## config.mk

```make
export PLATFORM = sky130hd
export DESIGN_NAME = fragment_reassembly_tracker
export DESIGN_NICKNAME = d
export VERILOG_FILES = /design/src/rtl/fra_pkg.sv /design/src/rtl/fra_ctx_table.sv /design/src/rtl/fra_frag_logic.sv /design/src/rtl/fragment_reassembly_tracker.sv
export SDC_FILE = /design/constraint.sdc
export NUM_CORES = 2
export LEC_CHECK = 0
export ABC_CLOCK_PERIOD_IN_PS = 17200
export BUFFER_PORTS_ARGS = -buffer_cell sky130_fd_sc_hd__clkbuf_2
export CAP_MARGIN = 20
export CELL_PAD_IN_SITES_DETAIL_PLACEMENT = 1
export CELL_PAD_IN_SITES_GLOBAL_PLACEMENT = 1
export CORE_UTILIZATION = 40
export DETAILED_ROUTE_END_ITERATION = 10
export PLACE_DENSITY = 0.7
export SLEW_MARGIN = 25
export SYNTH_ARGS = -nofsm -noshare
export SYNTH_HDL_FRONTEND = slang
export SYNTH_SLANG_ARGS = --single-unit
```

## constraint.sdc

```tcl
create_clock -name clk_i -period 17.2 [get_ports clk_i]
set_input_delay 2.58 -clock clk_i [delete_from_list [all_inputs] [get_ports clk_i]]
set_output_delay 2.58 -clock clk_i [all_outputs]
set_load 0.02 [all_outputs]
```

## src/rtl/fra_pkg.sv

```systemverilog
// Shared types, constants and codes of the fragment reassembly tracker.
// Used by fra_ctx_table, fra_frag_logic and fragment_reassembly_tracker.
`timescale 1ns / 1ps
`default_nettype none

package fra_pkg;

  localparam int CONTEXT_SLOTS = 8;
  localparam int SLOT_W        = 3;
  localparam int MAX_FRAGMENTS = 64;
  localparam int BIT_W         = $clog2(MAX_FRAGMENTS);
  localparam int CNT_W         = $clog2(MAX_FRAGMENTS + 1);
  localparam int EXP_W         = $clog2(CONTEXT_SLOTS + 1);
  localparam int TIMEOUT_W     = 20;
  localparam int FSIZE_W       = 12;
  localparam int PROD_W        = BIT_W + FSIZE_W;
  localparam int OFFSET_W      = 17;

  localparam logic [TIMEOUT_W-1:0] TIMEOUT_RST = 20'd5000;
  localparam logic [FSIZE_W-1:0]   FSIZE_RST   = 12'd1400;

  localparam logic CFG_TIMEOUT = 1'b0;
  localparam logic CFG_FSIZE   = 1'b1;

  localparam logic ACT_FRAGMENT = 1'b0;
  localparam logic ACT_TICK     = 1'b1;

  typedef enum logic [2:0] {
    ST_NEW  = 3'd0,
    ST_DUP  = 3'd1,
    ST_FULL = 3'd2,
    ST_BAD  = 3'd3,
    ST_TICK = 3'd4
  } status_e;

  typedef struct packed {
    logic        action;
    logic [31:0] message_id;
    logic [31:0] message_length;
    logic [15:0] fragment_total;
    logic [15:0] fragment_number;
    logic [15:0] chunk_length;
  } item_t;

  typedef struct packed {
    status_e             status;
    logic [SLOT_W-1:0]   slot_used;
    logic                write_enable;
    logic [OFFSET_W-1:0] write_offset;
    logic                message_done;
    logic [31:0]         done_id;
    logic [31:0]         done_length;
    logic [EXP_W-1:0]    expired_count;
  } result_t;

  // Table view of the context that the current fragment maps to.
  typedef struct packed {
    logic                     hit;
    logic                     free_ok;
    logic [SLOT_W-1:0]        slot;
    logic [31:0]              length;
    logic [CNT_W-1:0]         total;
    logic [CNT_W-1:0]         received;
    logic [MAX_FRAGMENTS-1:0] bitmap;
    logic [EXP_W-1:0]         expired_count;
  } lookup_t;

  // Changes to the selected context.
  typedef struct packed {
    logic                     alloc;
    logic                     write_ctx;
    logic                     release_slot;
    logic [SLOT_W-1:0]        slot;
    logic [CNT_W-1:0]         received_d;
    logic [MAX_FRAGMENTS-1:0] bitmap_d;
  } update_t;

endpackage

`default_nettype wire

```

## src/rtl/fra_ctx_table.sv

```systemverilog
// Context slot table: storage, millisecond clock, timeout aging and id match.
// Depends on fra_pkg for the lookup and update structs.
`timescale 1ns / 1ps
`default_nettype none

module fra_ctx_table import fra_pkg::*; (
  input  wire logic                 clk_i,
  input  wire logic                 rst_ni,
  input  wire logic                 en_i,
  input  wire item_t                item_i,
  input  wire logic [TIMEOUT_W-1:0] timeout_i,
  input  wire update_t              upd_i,
  output lookup_t                   lookup_o
);

  logic [CONTEXT_SLOTS-1:0] valid_q, valid_d;
  logic [31:0]              time_q, now;
  logic [31:0]              id_q       [CONTEXT_SLOTS];
  logic [31:0]              length_q   [CONTEXT_SLOTS];
  logic [CNT_W-1:0]         total_q    [CONTEXT_SLOTS];
  logic [CNT_W-1:0]         received_q [CONTEXT_SLOTS];
  logic [MAX_FRAGMENTS-1:0] bitmap_q   [CONTEXT_SLOTS];
  logic [31:0]              start_q    [CONTEXT_SLOTS];

  logic [CONTEXT_SLOTS-1:0] aged, live;
  logic [EXP_W-1:0]         n_expired;
  logic                     hit, free_ok;
  logic [SLOT_W-1:0]        hit_slot, free_slot, sel;

  assign now = time_q + 32'(item_i.action);

  always_comb begin
    aged      = '0;
    live      = '0;
    n_expired = '0;
    hit       = 1'b0;
    free_ok   = 1'b0;
    hit_slot  = '0;
    free_slot = '0;
    for (int s = CONTEXT_SLOTS - 1; s >= 0; s--) begin
      aged[s] = valid_q[s] && ((now - start_q[s]) > {12'b0, timeout_i});
      live[s] = valid_q[s] && !aged[s];
      n_expired = n_expired + EXP_W'(aged[s]);
      if (live[s] && id_q[s] == item_i.message_id) begin
        hit      = 1'b1;
        hit_slot = SLOT_W'(s);
      end
      if (!live[s]) begin
        free_ok   = 1'b1;
        free_slot = SLOT_W'(s);
      end
    end
    sel = hit ? hit_slot : free_slot;
  end

  always_comb begin
    lookup_o.hit           = hit;
    lookup_o.free_ok       = free_ok;
    lookup_o.slot          = sel;
    lookup_o.length        = length_q[sel];
    lookup_o.total         = total_q[sel];
    lookup_o.received      = received_q[sel];
    lookup_o.bitmap        = bitmap_q[sel];
    lookup_o.expired_count = n_expired;
  end

  always_comb begin
    valid_d = live;
    if (upd_i.alloc) begin
      valid_d[upd_i.slot] = 1'b1;
    end
    if (upd_i.release_slot) begin
      valid_d[upd_i.slot] = 1'b0;
    end
  end

  always_ff @(posedge clk_i or negedge rst_ni) begin
    if (!rst_ni) begin
      valid_q <= '0;
      time_q  <= '0;
    end else if (en_i) begin
      valid_q <= valid_d;
      time_q  <= now;
    end
  end

  always_ff @(posedge clk_i) begin
    if (en_i && upd_i.alloc) begin
      id_q[upd_i.slot]     <= item_i.message_id;
      length_q[upd_i.slot] <= item_i.message_length;
      total_q[upd_i.slot]  <= item_i.fragment_total[CNT_W-1:0];
      start_q[upd_i.slot]  <= now;
    end
    if (en_i && upd_i.write_ctx) begin
      received_q[upd_i.slot] <= upd_i.received_d;
      bitmap_q[upd_i.slot]   <= upd_i.bitmap_d;
    end
  end

  a_tick_advances: assert property (@(posedge clk_i) disable iff (!rst_ni)
    en_i && item_i.action == ACT_TICK |=> time_q == $past(time_q) + 32'd1)
    else $error("clock did not advance on a tick");

  a_alloc_free_slot: assert property (@(posedge clk_i) disable iff (!rst_ni)
    en_i && upd_i.alloc |-> !live[upd_i.slot])
    else $error("allocation into a live context");

  a_alloc_sets_valid: assert property (@(posedge clk_i) disable iff (!rst_ni)
    en_i && upd_i.alloc && !upd_i.release_slot |=> valid_q[$past(upd_i.slot)])
    else $error("allocated context not marked valid");

  a_release_clears: assert property (@(posedge clk_i) disable iff (!rst_ni)
    en_i && upd_i.release_slot |=> !valid_q[$past(upd_i.slot)])
    else $error("completed context still valid");

endmodule

`default_nettype wire

```

## src/rtl/fra_frag_logic.sv

```systemverilog
// Fragment decision logic: validity checks, duplicate test, offset and completion.
// Depends on fra_pkg; reads the lookup from fra_ctx_table and returns its update.
`timescale 1ns / 1ps
`default_nettype none

module fra_frag_logic import fra_pkg::*; (
  input  wire item_t               item_i,
  input  wire lookup_t             lookup_i,
  input  wire logic [FSIZE_W-1:0]  fsize_i,
  output result_t                  result_o,
  output update_t                  upd_o
);

  always_comb begin
    logic [CNT_W-1:0]         eff_total;
    logic [CNT_W-1:0]         eff_rcv;
    logic [MAX_FRAGMENTS-1:0] eff_map;
    logic [MAX_FRAGMENTS-1:0] bit_sel;
    logic [31:0]              eff_len;
    logic [BIT_W-1:0]         idx;
    logic [PROD_W-1:0]        prod;
    logic [32:0]              chunk_end;
    logic                     dup;
    logic [CNT_W-1:0]         rcv_n;

    eff_total = lookup_i.hit ? lookup_i.total    : item_i.fragment_total[CNT_W-1:0];
    eff_rcv   = lookup_i.hit ? lookup_i.received : '0;
    eff_map   = lookup_i.hit ? lookup_i.bitmap   : '0;
    eff_len   = lookup_i.hit ? lookup_i.length   : item_i.message_length;
    idx       = item_i.fragment_number[BIT_W-1:0];
    bit_sel   = MAX_FRAGMENTS'(1) << idx;
    dup       = eff_map[idx];
    prod      = PROD_W'(idx) * PROD_W'(fsize_i);
    chunk_end = 33'(prod) + 33'(item_i.chunk_length);
    rcv_n     = dup ? eff_rcv : eff_rcv + CNT_W'(1);

    result_o               = '0;
    result_o.status        = ST_NEW;
    result_o.expired_count = lookup_i.expired_count;
    upd_o                  = '0;
    upd_o.slot             = lookup_i.slot;
    upd_o.received_d       = rcv_n;
    upd_o.bitmap_d         = eff_map | bit_sel;

    if (item_i.action == ACT_TICK) begin
      result_o.status = ST_TICK;
    end else if (item_i.fragment_total > 16'(MAX_FRAGMENTS)
                 || item_i.fragment_number >= item_i.fragment_total) begin
      result_o.status = ST_BAD;
    end else if (!lookup_i.hit && !lookup_i.free_ok) begin
      result_o.status = ST_FULL;
    end else begin
      result_o.slot_used = lookup_i.slot;
      upd_o.alloc        = !lookup_i.hit;
      upd_o.write_ctx    = !lookup_i.hit;
      if (item_i.fragment_number >= 16'(eff_total)) begin
        result_o.status = ST_BAD;
      end else begin
        if (dup) begin
          result_o.status = ST_DUP;
        end else begin
          result_o.status       = ST_NEW;
          result_o.write_offset = prod[OFFSET_W-1:0];
          result_o.write_enable = chunk_end <= {1'b0, eff_len};
          upd_o.write_ctx       = 1'b1;
        end
        if (rcv_n == eff_total) begin
          result_o.message_done = 1'b1;
          result_o.done_id      = item_i.message_id;
          result_o.done_length  = eff_len;
          upd_o.release_slot    = 1'b1;
        end
      end
    end
  end

endmodule

`default_nettype wire

```

## src/rtl/fragment_reassembly_tracker.sv

```systemverilog
// Top level of the fragment reassembly tracker: stream ports, configuration
// registers, input and result registers. Depends on fra_pkg, fra_ctx_table
// and fra_frag_logic.
//
//   Channel  Direction  Contents
//   s_*      in         tuser: action; tdata: message_id, message_length,
//                       fragment_total, fragment_number, chunk_length
//   m_*      out        tuser: status; tdata: slot_used .. expired_count
//   cfg_*    in         index 0 age limit in ticks, index 1 fragment_size
//
// A word is captured in the input register, evaluated against the slot table
// once the result register is free, and lands in the result register, from which
// the result is offered. One word per cycle is sustained while the receiver does
// not stall.
// Reset clears the slot valid bits, the clock and the registers' valid flags.
// A stalled result holds the input register; s_tready_o drops only then.
`timescale 1ns / 1ps
`default_nettype none

module fragment_reassembly_tracker import fra_pkg::*; (
  input  wire logic         clk_i,
  input  wire logic         rst_ni,
  input  wire logic         s_tvalid_i,
  output logic              s_tready_o,
  // [31:0] message_id, [63:32] message_length, [79:64] fragment_total,
  // [95:80] fragment_number, [111:96] chunk_length
  input  wire logic [111:0] s_tdata_i,
  // [0] action
  input  wire logic         s_tuser_i,
  output logic              m_tvalid_o,
  input  wire logic         m_tready_i,
  // [2:0] slot_used, [3] write_enable, [20:4] write_offset, [21] message_done,
  // [53:22] done_id, [85:54] done_length, [89:86] expired_count, [95:90] zero
  output logic [95:0]       m_tdata_o,
  // [2:0] status
  output logic [2:0]        m_tuser_o,
  input  wire logic         cfg_we_i,
  input  wire logic         cfg_index_i,
  input  wire logic [19:0]  cfg_wdata_i
);

  logic [TIMEOUT_W-1:0] timeout_q;
  logic [FSIZE_W-1:0]   fsize_q;
  logic                 in_vld_q, out_vld_q, fire;
  item_t                item_q;
  result_t              result_q, result_d;
  lookup_t              lookup;
  update_t              upd;

  assign fire       = in_vld_q && (!out_vld_q || m_tready_i);
  assign s_tready_o = !in_vld_q || fire;

  always_ff @(posedge clk_i or negedge rst_ni) begin
    if (!rst_ni) begin
      timeout_q <= TIMEOUT_RST;
      fsize_q   <= FSIZE_RST;
    end else if (cfg_we_i) begin
      case (cfg_index_i)
        CFG_TIMEOUT: timeout_q <= cfg_wdata_i[TIMEOUT_W-1:0];
        CFG_FSIZE:   fsize_q   <= cfg_wdata_i[FSIZE_W-1:0];
        default:     ;
      endcase
    end
  end

  always_ff @(posedge clk_i or negedge rst_ni) begin
    if (!rst_ni) begin
      in_vld_q  <= 1'b0;
      out_vld_q <= 1'b0;
    end else begin
      if (s_tready_o) begin
        in_vld_q <= s_tvalid_i;
      end
      if (fire) begin
        out_vld_q <= 1'b1;
      end else if (m_tready_i) begin
        out_vld_q <= 1'b0;
      end
    end
  end

  always_ff @(posedge clk_i) begin
    if (s_tvalid_i && s_tready_o) begin
      item_q.action          <= s_tuser_i;
      item_q.message_id      <= s_tdata_i[31:0];
      item_q.message_length  <= s_tdata_i[63:32];
      item_q.fragment_total  <= s_tdata_i[79:64];
      item_q.fragment_number <= s_tdata_i[95:80];
      item_q.chunk_length    <= s_tdata_i[111:96];
    end
    if (fire) begin
      result_q <= result_d;
    end
  end

  fra_ctx_table u_table (
    .clk_i     (clk_i),
    .rst_ni    (rst_ni),
    .en_i      (fire),
    .item_i    (item_q),
    .timeout_i (timeout_q),
    .upd_i     (upd),
    .lookup_o  (lookup)
  );

  fra_frag_logic u_logic (
    .item_i   (item_q),
    .lookup_i (lookup),
    .fsize_i  (fsize_q),
    .result_o (result_d),
    .upd_o    (upd)
  );

  assign m_tvalid_o = out_vld_q;
  assign m_tuser_o  = result_q.status;
  assign m_tdata_o  = {6'b0, result_q.expired_count, result_q.done_length,
                       result_q.done_id, result_q.message_done, result_q.write_offset,
                       result_q.write_enable, result_q.slot_used};

endmodule

`default_nettype wire

```

# Word level (Yosys, flattened, before mapping)
# Memories as Yosys holds them, arrays and structs flattened.
# Cells that the tools add are included.
[word_totals]
ram_bits = 1392
ff_bits = 280
inputBits = 139
wordCells = 189
mem_count = 6
[mem_list]
columns = ["memory", "words", "word_bits", "rd", "rd_clocked_by_memory_dff", "write_ports", "line", "text"]
rows = [
  ["u_table.bitmap_q", 8, 64, 1, 0, 1, "fra_ctx_table.sv:22", "logic [MAX_FRAGMENTS-1:0] bitmap_q [CONTEXT_SLOTS];"],
  ["u_table.id_q", 8, 32, 8, 0, 1, "fra_ctx_table.sv:18", "logic [31:0] id_q [CONTEXT_SLOTS];"],
  ["u_table.length_q", 8, 32, 1, 0, 1, "fra_ctx_table.sv:19", "logic [31:0] length_q [CONTEXT_SLOTS];"],
  ["u_table.start_q", 8, 32, 8, 0, 1, "fra_ctx_table.sv:23", "logic [31:0] start_q [CONTEXT_SLOTS];"],
  ["u_table.received_q", 8, 7, 1, 0, 1, "fra_ctx_table.sv:21", "logic [CNT_W-1:0] received_q [CONTEXT_SLOTS];"],
  ["u_table.total_q", 8, 7, 1, 0, 1, "fra_ctx_table.sv:20", "logic [CNT_W-1:0] total_q [CONTEXT_SLOTS];"],
]
[op_classes]
shifts = 1
reduce_logical = 52
order_cmp = 15
multipliers = 1
addsub = 18
n_eq_ne = 9
n_mux = 61
bitwise = 6
[ops]
columns = ["operator", "n"]
rows = [
  ["32-bit equality test", 8],
  ["32-bit by 20-bit greater-than comparator with 1-bit output", 8],
  ["32-bit subtractor", 8],
  ["3-bit 2-to-1 mux", 23],
  ["65-bit 2-to-1 mux", 1],
  ["64-bit 2-to-1 mux", 1],
  ["64-bit bitwise OR", 1],
  ["1-bit by 6-bit left shift with 64-bit output (first input constant)", 1],
  ["33-bit by 32-bit <= comparator with 1-bit output", 1],
  ["32-bit by 1-bit adder with 32-bit output", 1],
  ["32-bit 2-to-1 mux", 1],
  ["1-bit logical AND", 30],
  ["1-bit 2-to-1 mux", 27],
  ["4-bit by 1-bit adder with 4-bit output", 6],
  ["7-bit 2-to-1 mux", 3],
  ["18-bit by 16-bit adder with 19-bit output", 1],
  ["6-bit by 12-bit multiplier with 18-bit output", 1],
  ["16-bit greater-or-equal comparator", 1],
  ["16-bit by 7-bit greater-or-equal comparator with 1-bit output", 1],
  ["16-bit by 7-bit greater-than comparator with 1-bit output (second input constant)", 1],
  ["8-bit 2-to-1 mux", 2],
  ["1-bit logical NOT", 12],
  ["5-bit OR reduction", 2],
  ["8-bit AND", 1],
  ["other kinds (17)", 21],
]

# Logic depth before layout (Yosys ltp)
# An unclocked memory read counts as a cell.
[depth]
depth_word = 30
depth_mapped = 59

# Cells and area by module
# Synthesis repeated with hierarchy kept, for this count alone.
[unflattened]
cells_unflattened = 7172
hier_area_um2 = 89639.7
[modules_own_cells]
columns = ["mod", "instances", "cells_per_inst", "area_per_inst_um2"]
rows = [
  ["fra_ctx_table", 1, 5924, 74949.4],
  ["fragment_reassembly_tracker", 1, 290, 7589.8],
  ["fra_frag_logic", 1, 958, 7100.6],
]

# Worst setup path before layout
# Ideal clock, no wire load.
[synth_timing]
path_kind = "reg2reg"
start = "register item_q[112] (netlist bit)"
end = "memory u_table.id_q[2][0] (enable)"
t_arrival_ns = 15.240
stages_incl_launch_ff = 38
setup_slack_ns = 1.267
path_buffers = 7
cell_sequence = "edfxtp_1 ha_1 ha_1 nand3_1 nor2_1 and3_1 and3_1 and3_1 and3_1 and3_1 and3_1 xor2_1 ha_1 clkbuf_1 a21o_1 a31oi_1 o21ai_0 xor2_1 [... 2 more ...] o21ai_0 a2111oi_0 o31ai_1 nor3_1 o221ai_1 nor4_1 nand2_1 o31a_1 a32oi_1 a2bb2oi_2 nor2_2 buf_2 buf_2 clkbuf_1 clkbuf_1 buf_1 buf_1 nor3_1"
[synth_between]
elab_chain_cells = 23
elab_cells_between_ends = 91
[synth_lines]
columns = ["element", "line", "text"]
rows = [
  ["from (decl)", "fragment_reassembly_tracker.sv:45", "item_t item_q;"],
  ["32-bit by 1-bit adder with 32-bit output *", "fra_ctx_table.sv:30", "assign now = time_q + 32'(item_i.action);"],
  ["named net u_table.now[18]", "fra_ctx_table.sv:17", "logic [31:0] time_q, now;"],
  ["32-bit subtractor", "fra_ctx_table.sv:41", "aged[s] = valid_q[s] && ((now - start_q[s]) > {12'b0, timeout_i});"],
  ["32-bit by 20-bit greater-than comparator with 1-bit output", "fra_ctx_table.sv:41", ""],
  ["1-bit logical AND", "fra_ctx_table.sv:41", ""],
  ["1-bit logical NOT", "fra_ctx_table.sv:42", "live[s] = valid_q[s] && !aged[s];"],
  ["1-bit logical AND", "fra_ctx_table.sv:42", ""],
  ["1-bit logical AND", "fra_ctx_table.sv:44", "if (live[s] && id_q[s] == item_i.message_id) begin"],
  ["1-bit 2-to-1 mux (8 in series)", "fra_ctx_table.sv:44", ""],
  ["1-bit logical NOT", "fra_frag_logic.sv:50, fra_frag_logic.sv:54", ""],
  ["1-bit logical AND", "fra_frag_logic.sv:50", "end else if (!lookup_i.hit && !lookup_i.free_ok) begin"],
  ["3-bit 2-to-1 mux", "fra_frag_logic.sv:50", ""],
  ["3-bit 2-to-1 mux", "fra_frag_logic.sv:47", "end else if (item_i.fragment_total > 16'(MAX_FRAGMENTS)"],
  ["3-bit 2-to-1 mux", "fra_frag_logic.sv:45", "if (item_i.action == ACT_TICK) begin"],
  ["1-bit logical AND", "fra_ctx_table.sv:88", "if (en_i && upd_i.alloc) begin"],
  ["1-bit 2-to-1 mux", "fra_ctx_table.sv:88", ""],
  ["1-bit 2-to-1 mux (implied by the code)", "fra_ctx_table.sv:89", "id_q[upd_i.slot] <= item_i.message_id;"],
  ["to (decl)", "fra_ctx_table.sv:18", ""],
]
# The timed path passes the listed nets; every way through them passes the cells marked *.

# Worst setup path in the final report
[layout_timing]
start = "register item_q[112] (netlist bit)"
end = "memory u_table.bitmap_q[5][14] (enable)"
[layout_between]
elab_chain_cells = 28
elab_cells_between_ends = 100
[layout_lines]
columns = ["element", "line", "text"]
rows = [
  ["32-bit by 1-bit adder with 32-bit output *", "fra_ctx_table.sv:30", ""],
  ["named net u_table.now[14]", "fra_ctx_table.sv:17", ""],
  ["32-bit subtractor", "fra_ctx_table.sv:41", ""],
  ["32-bit by 20-bit greater-than comparator with 1-bit output", "fra_ctx_table.sv:41", ""],
  ["1-bit logical AND", "fra_ctx_table.sv:41", ""],
  ["1-bit logical NOT", "fra_ctx_table.sv:42", ""],
  ["1-bit logical AND", "fra_ctx_table.sv:42", ""],
  ["1-bit logical AND", "fra_ctx_table.sv:44", ""],
  ["[... 13 more ...]", "n/a", ""],
  ["1-bit 2-to-1 mux", "fra_frag_logic.sv:59", "if (dup) begin"],
  ["2-bit 2-to-1 mux", "fra_frag_logic.sv:56", "if (item_i.fragment_number >= 16'(eff_total)) begin"],
  ["3-bit 2-to-1 mux", "fra_frag_logic.sv:50", ""],
  ["3-bit 2-to-1 mux", "fra_frag_logic.sv:47", ""],
  ["3-bit 2-to-1 mux", "fra_frag_logic.sv:45", ""],
  ["1-bit logical AND", "fra_ctx_table.sv:94", "if (en_i && upd_i.write_ctx) begin"],
  ["1-bit 2-to-1 mux", "fra_ctx_table.sv:94", ""],
  ["1-bit 2-to-1 mux (implied by the code)", "fra_ctx_table.sv:96", "bitmap_q[upd_i.slot] <= upd_i.bitmap_d;"],
  ["to (decl)", "fra_ctx_table.sv:22", ""],
]
# The timed path passes the listed nets; every way through them passes the cells marked *. The select of a mux whose other input is x is not followed.

==> flow_summary.json <==
{
  "status": "finished clean",
  "cts.sinks": 1672,
  "crit_path_start_kind": "register",
  "worstMarginPinSlew_ns": 1.19,
  "ratio_of_cells_with_drive_above_1_in_the_final_layout": 0.108,
  "ys_dominant_reg_cell": "sky130_fd_sc_hd__edfxtp_1",
  "cts_repair_resize_count": 0,
  "yosysTopAreaCellShare": 0.539,
  "grt_util_all_layers": 0.282,
  "synthArstFlopShare": 0.0443,
  "synthTopCellsByCount": "sky130_fd_sc_hd__edfxtp_1, sky130_fd_sc_hd__nand2_1, sky130_fd_sc_hd__a21oi_1",
  "synth.yosys.seq_area_share": 0.560,
  "synth_adder_area_share": 0.0821,
  "syn_area_per_cell_um2": 11.7,
  "timing.setup.tns_ns": 0,
  "post-route-period-util": 0.862,
  "cts_root_buffer": "sky130_fd_sc_hd__clkbuf_16",
  "cts_buffers": 182,
  "cpMaxStageDelayCell": "sky130_fd_sc_hd__nor2_4",
  "post_synth_xor_area_fraction": 0.0540,
  "startpoint_to_endpoint_class_of_the_critical_path": "reg -> reg",
  "cap_violations": 0,
  "htreeDepth": 4,
  "syn-instance-count": 7583,
  "clock_tree.buffer_depth": 3,
  "vias_per_cell": 6.10,
  "worstSkewPairLatency_ns": 0.87,
  "firstDrtPassIters": 5,
  "dr_total_vias": 67000,
  "fillerInstances": 23400,
  "crit_required_ns": 17.67,
  "finish.net_count": 8568,
  "yosys_synthesis_warning_count": 0,
  "global_route_wire_length_before_repair_um": 468000,
  "synth_edf_count": 1598,
  "p_leak_nw": 38.5,
  "final_max_slew_viol_count": 0,
  "holdBufCountCts": 0,
  "postRouteWirelength_um": 321000,
  "io-pin-count": 240,
  "post-cts-setup-buffers": 0,
  "layout.core_utilization": 0.455,
  "worst_path_largest_cell_delay_ns": 0.87,
  "maxClockFrequency_mhz": 67.5,
  "critical_path.endpoint_type": "register",
  "hold_class": "reg -> reg",
  "hold_slack_ns": 0.508,
  "place.gp.congestion": 0.940,
  "layout_min_cycle_time_ns": 14.82,
  "synth-simple-area-share": 0.111,
  "synth_top_cell_by_area": "sky130_fd_sc_hd__edfxtp_1",
  "final_hold_viol_count": 0,
  "worst-path-max-fanout": 46,
  "grt_max_degree": 76,
  "maxSlewHeadroom": 0.209,
  "most_frequently_used_cell_type_in_the_post_synthesis_netlist": "sky130_fd_sc_hd__edfxtp_1",
  "worstPathArrival_ns": 15.29,
  "initial_antenna_violation_count": 15,
  "synth_area_in_compound_gates": 0.141,
  "grt_overflow": 0,
  "fp.coreArea_um2": 220000,
  "dieArea_um2": 225000,
  "synth_mux_area_frac": 0.0164,
  "total_setup_violations_reported_at_the_end_of_the_flow": 0,
  "synth.distinct_cells": 129,
  "detail_route.iter0.violations": 6385,
  "max-vdd-ir-drop_mv": 0.131,
  "setup_repair_after_global_routing_missed_its_margin": "false",
  "via_count_of_the_first_global_routing_pass": 69600,
  "drc": 0,
  "die_w_um": 474,
  "clkSlewWorstSetupHoldPaths_ns": 0.06,
  "wl_per_cell_um": 29.2,
  "syn2layout_area_growth_pct": 12.6,
  "start_util": 0.404,
  "placement_rows": 172,
  "tritoncts": "done",
  "synth_top_family_by_area": "compound AO/OA/AOI/OAI gates",
  "synthesis.area_um2": 89100,
  "dpl.hpwl_um": 222000,
  "powerDensity_nw_per_um2": 119,
  "die_y_um": 474,
  "netlist_top_cells_area": "sky130_fd_sc_hd__edfxtp_1, sky130_fd_sc_hd__ha_1, sky130_fd_sc_hd__xor2_1, sky130_fd_sc_hd__a21oi_1, sky130_fd_sc_hd__nand2_1",
  "finClkSkew_ns": 0.0516,
  "antenna_left": 0,
  "portBuffers": 233,
  "synth_seq_cells": 1672
}
critical path, delay by kind of cell, from the launching register on:
family	cells	cell delay (ns)
XOR/XNOR	2	0.32
adder cells (fa/ha/maj)	5	1.38
flip-flops	1	0.32
AND/OR/NAND/NOR	18	5.03
buffers and inverters	6	2.32
AO/OA/AOI/OAI	21	4.94
worst paths after layout:
path	start	to	slack (ns)	cells after the start
hold / removal	in_vld_q$_DFFE_PN0N_	m_tvalid_o$_DFFE_PN0P_	0.51	1
max in group asynchronous	rst_ni	u_table.valid_q[1]$_DFFE_PN0P_	14.26	2
setup reg to reg	item_q[112]$_DFFE_PP_	u_table.bitmap_q[5][14]$_DFFE_PP_	2.38	52
min in group asynchronous	rst_ni	timeout_q[15]$_DFFE_PN0P_	1.72	1
hold reg to reg	in_vld_q$_DFFE_PN0N_	m_tvalid_o$_DFFE_PN0P_	0.51	1
setup / recovery	item_q[112]$_DFFE_PP_	u_table.bitmap_q[5][14]$_DFFE_PP_	2.38	52
metal layers:
| metal | vias up | GRT usage | part of all wire | routed length [um] |
|---|---|---|---|---|
| li1 | 29100 | - | - | - |
| met1 | 34400 | 0.377 | 0.42 | 134000 |
| met2 | 2837 | 0.462 | 0.47 | 150000 |
| met3 | 618 | 0.0419 | 0.073 | 23400 |
| met4 | 4 | 0.107 | 0.040 | 12900 |
| met5 | - | 0 | 0.000090 | 29 |
placed cells by master (no fill, tap or decap), drive strengths merged, types with 199 or more instances in the layout:
cell type / count
ha: 498
inv: 449
clkbuf: 461
edfxtp: 1598
buf: 199
o21ai: 373
xor2: 365
nand2: 667
a21oi: 529
nor2: 384
power breakdown:
part,switching (W),internal (W)
clock,0.00171,0.00214
combinational,0.00216,0.00139
sequential,0.0000618,0.00451
total,0.00393,0.00805
sequential cells by signal, indices dropped and copies added, names as in the netlist, 20 cells and up:
| signal | cells |
|---|---|
| u_table.id_q | 256 |
| timeout_q | 20 |
| u_table.total_q | 56 |
| u_table.time_q | 32 |
| u_table.length_q | 256 |
| item_q | 113 |
| u_table.bitmap_q | 512 |
| u_table.start_q | 256 |
| u_table.received_q | 56 |
| m_tdata_o | 90 |
through the flow:
step	instance area (um^2)	instances	power, W	worst slack [ns]
after global placement	94400	10600	0.00798	2.77
after detailed placement	94500	10600	0.00814	2.51
after CTS	100000	11000	0.0120	2.45
final	100000	11000	0.0120	2.38
after floorplan	89100	7588	0.00701	1.27
after global routing	100000	11000	0.0125	1.55
cells by family after synthesis:
family,count (synthesis)
adders and majority gates,552
and+or+nand+nor,2005
other,1
xor gates and xnor gates,544
buffers and inverters,773
muxes,141
DFF,1672
AOI/OAI and AO/OA,1895
area by class of cell:
type	instances	area, um^2	share of cell area
clock buffer	229	4820	0.0481
sequential	1672	49900	0.497
timing repair buffer	431	2760	0.0275
clock inverter	104	956	0.00953
antenna	6	15.0	0.000150
multi-input combinational	5143	36500	0.364
tap	2958	3700	0.0369
inverter	447	1680	0.0168
Note: power is estimated with default switching activity, not from simulation.
